`src/sv/assert_macros.svh`:
```
// Assertion helpers used by the transform matrix stack unit.
`ifndef ASSERT_MACROS_SVH
`define ASSERT_MACROS_SVH

// Checks a property on every rising edge, ignored while reset is high.
`define ASSERT_CLK(label, clk, rst, prop, msg) \
  label: assert property (@(posedge clk) disable iff (rst) (prop)) else $error(msg);

// Checks that an expression is never true on a rising edge outside reset.
`define ASSERT_NEVER(label, clk, rst, expr, msg) \
  label: assert property (@(posedge clk) disable iff (rst) !(expr)) else $error(msg);

`endif

```
`src/sv/tms_pkg.sv`:
```
// ----------------------------------------------------------------------------
// Transform matrix stack package
// Shared types, command codes and fixed-point helpers.
// ----------------------------------------------------------------------------
package tms_pkg;

  typedef enum logic [3:0] {
    ST_IDLE   = 4'd0,
    ST_LOAD   = 4'd1,
    ST_SINE   = 4'd2,
    ST_ROT    = 4'd3,
    ST_MAC    = 4'd4,
    ST_COPY   = 4'd5,
    ST_FILL   = 4'd6,
    ST_EMIT   = 4'd7,
    ST_FINISH = 4'd8
  } state_t;

  localparam logic [2:0] OP_IDENTITY  = 3'd0;
  localparam logic [2:0] OP_PUSH      = 3'd1;
  localparam logic [2:0] OP_POP       = 3'd2;
  localparam logic [2:0] OP_TRANSLATE = 3'd3;
  localparam logic [2:0] OP_SCALE     = 3'd4;
  localparam logic [2:0] OP_ROTATE    = 3'd5;
  localparam logic [2:0] OP_READ      = 3'd6;

  localparam logic [1:0] STATUS_OK        = 2'd0;
  localparam logic [1:0] STATUS_OVERFLOW  = 2'd1;
  localparam logic [1:0] STATUS_UNDERFLOW = 2'd2;

  localparam logic signed [31:0] ONE_Q16 = 32'sd65536;
  localparam logic [63:0] HALF_PI_Q30 = 64'd1686629713;

  // Operand selects of the rotation setup program; 0 to 15 address the matrix.
  localparam logic [4:0] SEL_X   = 5'd16;
  localparam logic [4:0] SEL_Y   = 5'd17;
  localparam logic [4:0] SEL_Z   = 5'd18;
  localparam logic [4:0] SEL_S   = 5'd19;
  localparam logic [4:0] SEL_C   = 5'd20;
  localparam logic [4:0] SEL_CC  = 5'd21;
  localparam logic [4:0] SEL_TMP = 5'd22;

  localparam logic [4:0] ROT_LAST_STEP = 5'd23;

  typedef enum logic {
    STEP_MUL = 1'b0,
    STEP_ADD = 1'b1
  } step_op_t;

  typedef struct packed {
    step_op_t   op;
    logic [4:0] a;
    logic [4:0] b;
    logic       neg;
    logic [4:0] dst;
    logic       dup_en;
    logic [3:0] dup;
  } rot_step_t;

  function automatic rot_step_t mk(input step_op_t op, input logic [4:0] a,
                                   input logic [4:0] b, input logic neg,
                                   input logic [4:0] dst, input logic dup_en,
                                   input logic [3:0] dup);
    rot_step_t s;
    s.op = op; s.a = a; s.b = b; s.neg = neg;
    s.dst = dst; s.dup_en = dup_en; s.dup = dup;
    return s;
  endfunction

  // A multiply step writes round(a*b); an add step writes sat(dst +/- b).
  function automatic rot_step_t rot_step(input logic [4:0] n);
    rot_step_t s;
    unique case (n)
      5'd0:  s = mk(STEP_MUL, SEL_X,   SEL_X,  1'b0, SEL_TMP, 1'b0, 4'd0);
      5'd1:  s = mk(STEP_MUL, SEL_TMP, SEL_CC, 1'b0, 5'd0,    1'b0, 4'd0);
      5'd2:  s = mk(STEP_ADD, 5'd0,    SEL_C,  1'b0, 5'd0,    1'b0, 4'd0);
      5'd3:  s = mk(STEP_MUL, SEL_X,   SEL_Y,  1'b0, SEL_TMP, 1'b0, 4'd0);
      5'd4:  s = mk(STEP_MUL, SEL_TMP, SEL_CC, 1'b0, 5'd1,    1'b1, 4'd4);
      5'd5:  s = mk(STEP_MUL, SEL_Z,   SEL_S,  1'b0, SEL_TMP, 1'b0, 4'd0);
      5'd6:  s = mk(STEP_ADD, 5'd0,    SEL_TMP, 1'b1, 5'd1,   1'b0, 4'd0);
      5'd7:  s = mk(STEP_ADD, 5'd0,    SEL_TMP, 1'b0, 5'd4,   1'b0, 4'd0);
      5'd8:  s = mk(STEP_MUL, SEL_X,   SEL_Z,  1'b0, SEL_TMP, 1'b0, 4'd0);
      5'd9:  s = mk(STEP_MUL, SEL_TMP, SEL_CC, 1'b0, 5'd2,    1'b1, 4'd8);
      5'd10: s = mk(STEP_MUL, SEL_Y,   SEL_S,  1'b0, SEL_TMP, 1'b0, 4'd0);
      5'd11: s = mk(STEP_ADD, 5'd0,    SEL_TMP, 1'b0, 5'd2,   1'b0, 4'd0);
      5'd12: s = mk(STEP_ADD, 5'd0,    SEL_TMP, 1'b1, 5'd8,   1'b0, 4'd0);
      5'd13: s = mk(STEP_MUL, SEL_Y,   SEL_Y,  1'b0, SEL_TMP, 1'b0, 4'd0);
      5'd14: s = mk(STEP_MUL, SEL_TMP, SEL_CC, 1'b0, 5'd5,    1'b0, 4'd0);
      5'd15: s = mk(STEP_ADD, 5'd0,    SEL_C,  1'b0, 5'd5,    1'b0, 4'd0);
      5'd16: s = mk(STEP_MUL, SEL_Y,   SEL_Z,  1'b0, SEL_TMP, 1'b0, 4'd0);
      5'd17: s = mk(STEP_MUL, SEL_TMP, SEL_CC, 1'b0, 5'd6,    1'b1, 4'd9);
      5'd18: s = mk(STEP_MUL, SEL_X,   SEL_S,  1'b0, SEL_TMP, 1'b0, 4'd0);
      5'd19: s = mk(STEP_ADD, 5'd0,    SEL_TMP, 1'b1, 5'd6,   1'b0, 4'd0);
      5'd20: s = mk(STEP_ADD, 5'd0,    SEL_TMP, 1'b0, 5'd9,   1'b0, 4'd0);
      5'd21: s = mk(STEP_MUL, SEL_Z,   SEL_Z,  1'b0, SEL_TMP, 1'b0, 4'd0);
      5'd22: s = mk(STEP_MUL, SEL_TMP, SEL_CC, 1'b0, 5'd10,   1'b0, 4'd0);
      default: s = mk(STEP_ADD, 5'd0,  SEL_C,  1'b0, 5'd10,   1'b0, 4'd0);
    endcase
    return s;
  endfunction

  function automatic logic is_diag(input logic [3:0] k);
    return (k == 4'd0) || (k == 4'd5) || (k == 4'd10) || (k == 4'd15);
  endfunction

  function automatic logic signed [31:0] sat32(input logic signed [65:0] v);
    if (v > 66'sd2147483647) return 32'sh7FFFFFFF;
    if (v < -66'sd2147483648) return 32'sh80000000;
    return v[31:0];
  endfunction

  // Round to Q15.16 (add half, floor) and saturate.
  function automatic logic signed [31:0] round_sat(input logic signed [65:0] v);
    logic signed [65:0] r;
    r = (v + 66'sd32768) >>> 16;
    return sat32(r);
  endfunction

  // Sine of a Q2.30 angle by a truncating Taylor series, rounded to Q16.
  function automatic logic [16:0] sine_from_x(input logic [63:0] x);
    logic [63:0] t;
    logic signed [65:0] sum;
    t = x;
    sum = $signed({2'b00, x});
    t = (t * x) >> 30; t = (t * x) >> 30; t = t / 64'd6;
    sum = sum - $signed({2'b00, t});
    t = (t * x) >> 30; t = (t * x) >> 30; t = t / 64'd20;
    sum = sum + $signed({2'b00, t});
    t = (t * x) >> 30; t = (t * x) >> 30; t = t / 64'd42;
    sum = sum - $signed({2'b00, t});
    t = (t * x) >> 30; t = (t * x) >> 30; t = t / 64'd72;
    sum = sum + $signed({2'b00, t});
    t = (t * x) >> 30; t = (t * x) >> 30; t = t / 64'd110;
    sum = sum - $signed({2'b00, t});
    t = (t * x) >> 30; t = (t * x) >> 30; t = t / 64'd156;
    sum = sum + $signed({2'b00, t});
    if (sum < 0) sum = '0;
    sum = (sum + 66'sd8192) >>> 14;
    if (sum > 66'sd65536) sum = 66'sd65536;
    return sum[16:0];
  endfunction

endpackage

```
`src/sv/tms_mac.sv`:
```
// ----------------------------------------------------------------------------
// Shared multiply-accumulate unit
// Registered 32x32 product, 66-bit accumulator and Q15.16 round/saturate.
// ----------------------------------------------------------------------------
module tms_mac (
  input  logic               clk,
  input  logic               issue,
  input  logic signed [31:0] a,
  input  logic signed [31:0] b,
  input  logic               acc_en,
  input  logic               acc_clr,
  output logic signed [31:0] rnd
);

  logic signed [63:0] prod;
  logic signed [65:0] acc;

  always_ff @(posedge clk) begin
    if (issue) begin
      prod <= a * b;
    end
    if (acc_en) begin
      acc <= (acc_clr ? 66'sd0 : acc) + 66'(prod);
    end
  end

  assign rnd = tms_pkg::round_sat(acc);

endmodule

```
`config.mk`:
```
export PLATFORM = sky130hd
export DESIGN_NAME = tms_mac
export DESIGN_NICKNAME = d
export VERILOG_FILES = /design/src/sv/assert_macros.svh /design/src/sv/tms_pkg.sv /design/src/sv/tms_mac.sv
export SDC_FILE = /design/constraint.sdc
export NUM_CORES = 2
export LEC_CHECK = 0
export ABC_AREA = 1
export BUFFER_PORTS_ARGS = -buffer_cell sky130_fd_sc_hd__buf_2
export CAP_MARGIN = 10
export CORE_ASPECT_RATIO = 1.4
export CORE_UTILIZATION = 61
export CTS_CLUSTER_DIAMETER = 120
export DETAILED_ROUTE_END_ITERATION = 6
export PLACE_DENSITY = 0.81
export SLEW_MARGIN = 25
export SYNTH_ARGS = -nofsm -noshare
export SYNTH_HDL_FRONTEND = slang
export SYNTH_SLANG_ARGS = --single-unit
```
`constraint.sdc`:
```
create_clock -name clk -period 7.7 [get_ports clk]
set_input_delay 0.385 -clock clk [delete_from_list [all_inputs] [get_ports clk]]
set_output_delay 0.385 -clock clk [all_outputs]
set_load 0.1 [all_outputs]
```
======== After elaboration in Yosys (flattened, before gate mapping) ========
Cells that the tools add are included.
cells by class
  add/sub/neg operators ................... 2
  $mul .................................... 1
  order comparisons ....................... 2
  muxes and demuxes ....................... 8
operators by type and width
  kind                    count
  $mux 32                 4
  $add 66x17->66 const B  1
  $add 66x64->66          1
  $mux 66                 1
  $mul 32x32->64          1
  $gt 50x32->1 const B    1
  $lt 50x32->1 const B    1
  $mux 1                  3
word-level totals
  register bits after elaboration ......... 130
  output and inout bits ................... 32
  word-level logic and storage cells ...... 15

======== Logic depth before layout (Yosys ltp) ========
  depth after elaboration ................. 6
  mapped depth ............................ 32
  gate-level depth less buffers ........... 31

======== Worst setup path before layout ========
Ideal clock, no wire load.
  path kind ............................... input -> register
  start ................................... in a[31]
  end ..................................... reg prod[63], data pin
  library setup time ...................... 0.253 ns
  arrival time ............................ 7.434 ns
  data required time ...................... 7.447 ns
  path slack .............................. 0.013 ns
  cell stages on the path ................. 26
  buffers on the path ..................... 2
  cell sequence ........................... clkbuf_1 -> nand2_1 -> fa_1 -> fa_1 -> inv_1 -> fa_1 -> inv_1 -> fa_1 -> fa_1 -> fa_1 -> fa_1 -> fa_1 -> inv_1 -> ha_1 -> clkbuf_1 -> nand2_1 -> nor2_1 -> inv_1 -> nor2_1 -> inv_1 -> nor3_1 -> inv_1 -> nor3_1 -> a21oi_1 -> nand2_1 -> nand2_1
between the ends
  longest elaborated chain between the ends .. 1
RTL lines
  item                  line           text
  start, declared       tms_mac.sv:8   input logic signed [31:0] a,
  $mul 32x32->64        tms_mac.sv:20  prod <= a * b;
  end signal, assigned  tms_mac.sv:20
  end, declared         tms_mac.sv:15  logic signed [63:0] prod;
No other way between the ends.
A chain may end at the register's enable or synchronous reset.

======== Worst setup path in the final report ========
  start ................................... in b[8]
  end ..................................... reg prod[61], data pin
between the ends
  longest elaborated chain between the ends .. 1
RTL lines
  item             line           text
  start, declared  tms_mac.sv:9   input logic signed [31:0] b,
  $mul 32x32->64   tms_mac.sv:20
No other way between the ends.

==> run summary <==
Slowest cell delay on critical path - 0.56 ns
Layout cell share with drive strength beyond 1 - 5.75%
Grt total ovfl - 0
F_max - 0.137 GHz
#FFs+latches synth - 130
Vias - 39,900
Core Rows - 121
Slew margin rel. - 27.6%
Area Overhead vs Synth - 7.01%
Final Skew - 0.0116 ns
Worst Tran Pin Value - 1.07 ns
DP Cell Count - 7,311
CTS tree - yes
Register area share after synthesis - 8.08%
Post-synth top area cell - fa_1
CP Max Fanout - 12
Synth area leaders - fa_1 45%, inv_1 14%, nand2_1 12%
Post-route clock period utilization - 94.8%
Period minus WS final - 7.30 ns
Routed len/inst - 19.5 µm
Initial Utilization - 61.9%
Ys Warns - 0
Antenna violations before repair - 6
Global-route wire length before repair - 231 mm
TritonRoute pass-1 iters - 7
Post-Syn Area - 48,300 µm²
Worst-skew pair later-pin latency - 0.45 ns
Buffers on Ports - 99
Synth Instances - 6,171
Vias/cell - 5.43
Max Slew Vio Count - 0
Final setup vio count - 0
Cts hold-fix bufs - 0
Die area - 80,400 µm²
Synthesized area per cell - 7.83 µm²
ANT nets after route - 0
Dpl hpwl - 126 mm
Total routed wirelength - 144 mm
Core ar. - 78,100 µm²
CP startpoint kind - input pin
Worst path slowest cell - fa_1
Clk root buf - clkbuf_16
GPL Wtd Cong - 0.999
Post-synth top area share - 44.9%
Clock sinks - 130
Nets - 7,686
RSZ-0062 raised after global routing - false
Largest net degree at the start of global routing - 65
Type of the worst setup path - input pin to flip-flop
Status - complete, no violations
Vias in the first global route - 44,000
Final Non-Filler Cells - 7,346
DRT iter0 DRCs - 2,880
Buffer depth of the longest clock path - 2
Clk slew on worst S/H paths - 0.06 ns
IO Count - 100
Worst Hold Class - input pin to flip-flop
Post-synthesis cell type count - 36
Total of max-cap violations - 0
CTS H-Tree Depth - 4
CP required - 7.90 ns
Number of buffers created by CTS - 17
Syn_nets - 7,572
Final Hold Viols - 0
Remaining DRCs - 0
Die width - 240 µm
Cell mode on critical path - nand2_1
Hold Slack - 0.302 ns
Total track usage - 38.0%
WP data arrival - 7.50 ns
Critical Path End Type - flip-flop
Die Ht - 335 µm
==> cell usage in the layout (no fill, tap or decap), types with 9 or more instances in the layout <==
cell	count
a21oi_1	171
nand4_1	33
edfxtp_1	130
ha_1	250
or2_2	9
buf_4	180
a21boi_0	11
inv_1	1783
o21bai_1	28
buf_12	23
fa_1	1083
o21ai_0	118
nand3_1	94
clkbuf_16	17
nor3_1	23
nand2_1	1547
a21o_1	24
o21a_1	10
a31oi_1	24
xor2_1	122
nor2_1	422
xnor2_1	35
buf_2	98
==> cells in the mapped netlist <==
library cell	count
nand3b_1	1
xor2_1	122
nand4_1	33
o21ai_0	118
buf_4	3
inv_1	1783
inv_2	2
nand2_4	1
o41ai_1	1
nand2_1	1547
nor2_1	422
nor2_2	5
o21a_1	10
clkbuf_1	201
nor3_2	1
and3_1	7
nand2_2	6
or2_2	9
nor2_4	5
xnor2_1	35
nor4_1	7
o211ai_1	7
a21o_1	24
a221oi_1	1
nor3_1	23
a21boi_0	11
a21oi_1	171
a211oi_1	1
o211a_1	2
buf_6	3
fa_1	1083
a31oi_1	24
ha_1	250
o21bai_1	28
edfxtp_1	130
nand3_1	94
==> worst max-delay path: cells and delay by family <==
kind	cells	cell delay (ns)
buf+inv	7	0.93
simple gates	14	1.86
fa+ha+maj	9	4.31
==> sequential cells by signal, summed over array words and instances, names as in the netlist <==
| signal | flops |
|---|---|
| acc | 66 |
| prod | 64 |
==> per-stage QoR <==
step | worst slack [ns] | instance area (µm²) | utilization [%] | TNS, ns
2_1_floorplan | 0.0131 | 48300 | - | 0
3_3_place_gp | -0.00152 | 51100 | 65.4 | -0.00152
3_5_place_dp | -0.0536 | 51100 | 65.4 | -0.0620
4_1_cts | 0.418 | 51700 | 66.2 | 0
5_1_grt | 0.0629 | 51700 | 66.2 | 0
6_report | 0.397 | 51700 | 66.2 | 0
==> final timing paths <==
path	start	endpoint	slack (ns)	cells after the start
hold / removal	acc_en	acc[0]$_DFFE_PP_	0.30	1
setup reg to reg	acc[15]$_DFFE_PP_	acc[63]$_DFFE_PP_	4.19	11
setup / recovery	b[8]	prod[61]$_DFFE_PP_	0.40	30
hold reg to reg	prod[0]$_DFFE_PP_	acc[0]$_DFFE_PP_	0.56	1
==> final cells by class <==
cell class,instances,area [µm²]
Multi-Input combinational cell,4049,36900
Fill cell,6616,26400
Inverter,1785,6700
Sequential cell,130,3900
Timing Repair Buffer,302,2310
Tap cell,1045,1310
Clock buffer,17,425
Clock inverter,15,149
Antenna cell,3,7.51
==> what timing repair did <==
item                                   in CTS  in global routing
gates resized for setup                     0                  1
buffers inserted                            0                  0
setup endpoints to repair                   0                  1
endpoints found under the hold margin       0                  0
==> logic make-up (layout without fill, tap and decap cells) <==
group	Yosys count	count (layout)	synth area share [%]
flip-flops	130	130	8.08
adder cells (fa/ha/maj)	1333	1333	51.3
AO/OA/AOI/OAI	398	398	4.64
other	0	3	0
AND/OR/NAND/NOR	2161	2161	17.6
buffers and inverters	1992	2119	15.5
XOR/XNOR	157	157	2.85
==> per-layer routing <==
layer / wire [µm] / track usage [%] / vias to the layer above
met5: 41 / 0 / -
met4: 11000 / 24.3 / 6
met3: 10500 / 5.43 / 582
met2: 72900 / 67.5 / 1807
met1: 49300 / 42.4 / 19600
li1: - / - / 17900
Power is not shown: default switching activity piles up to over one toggle a cycle in this logic, so the estimate is an artifact.
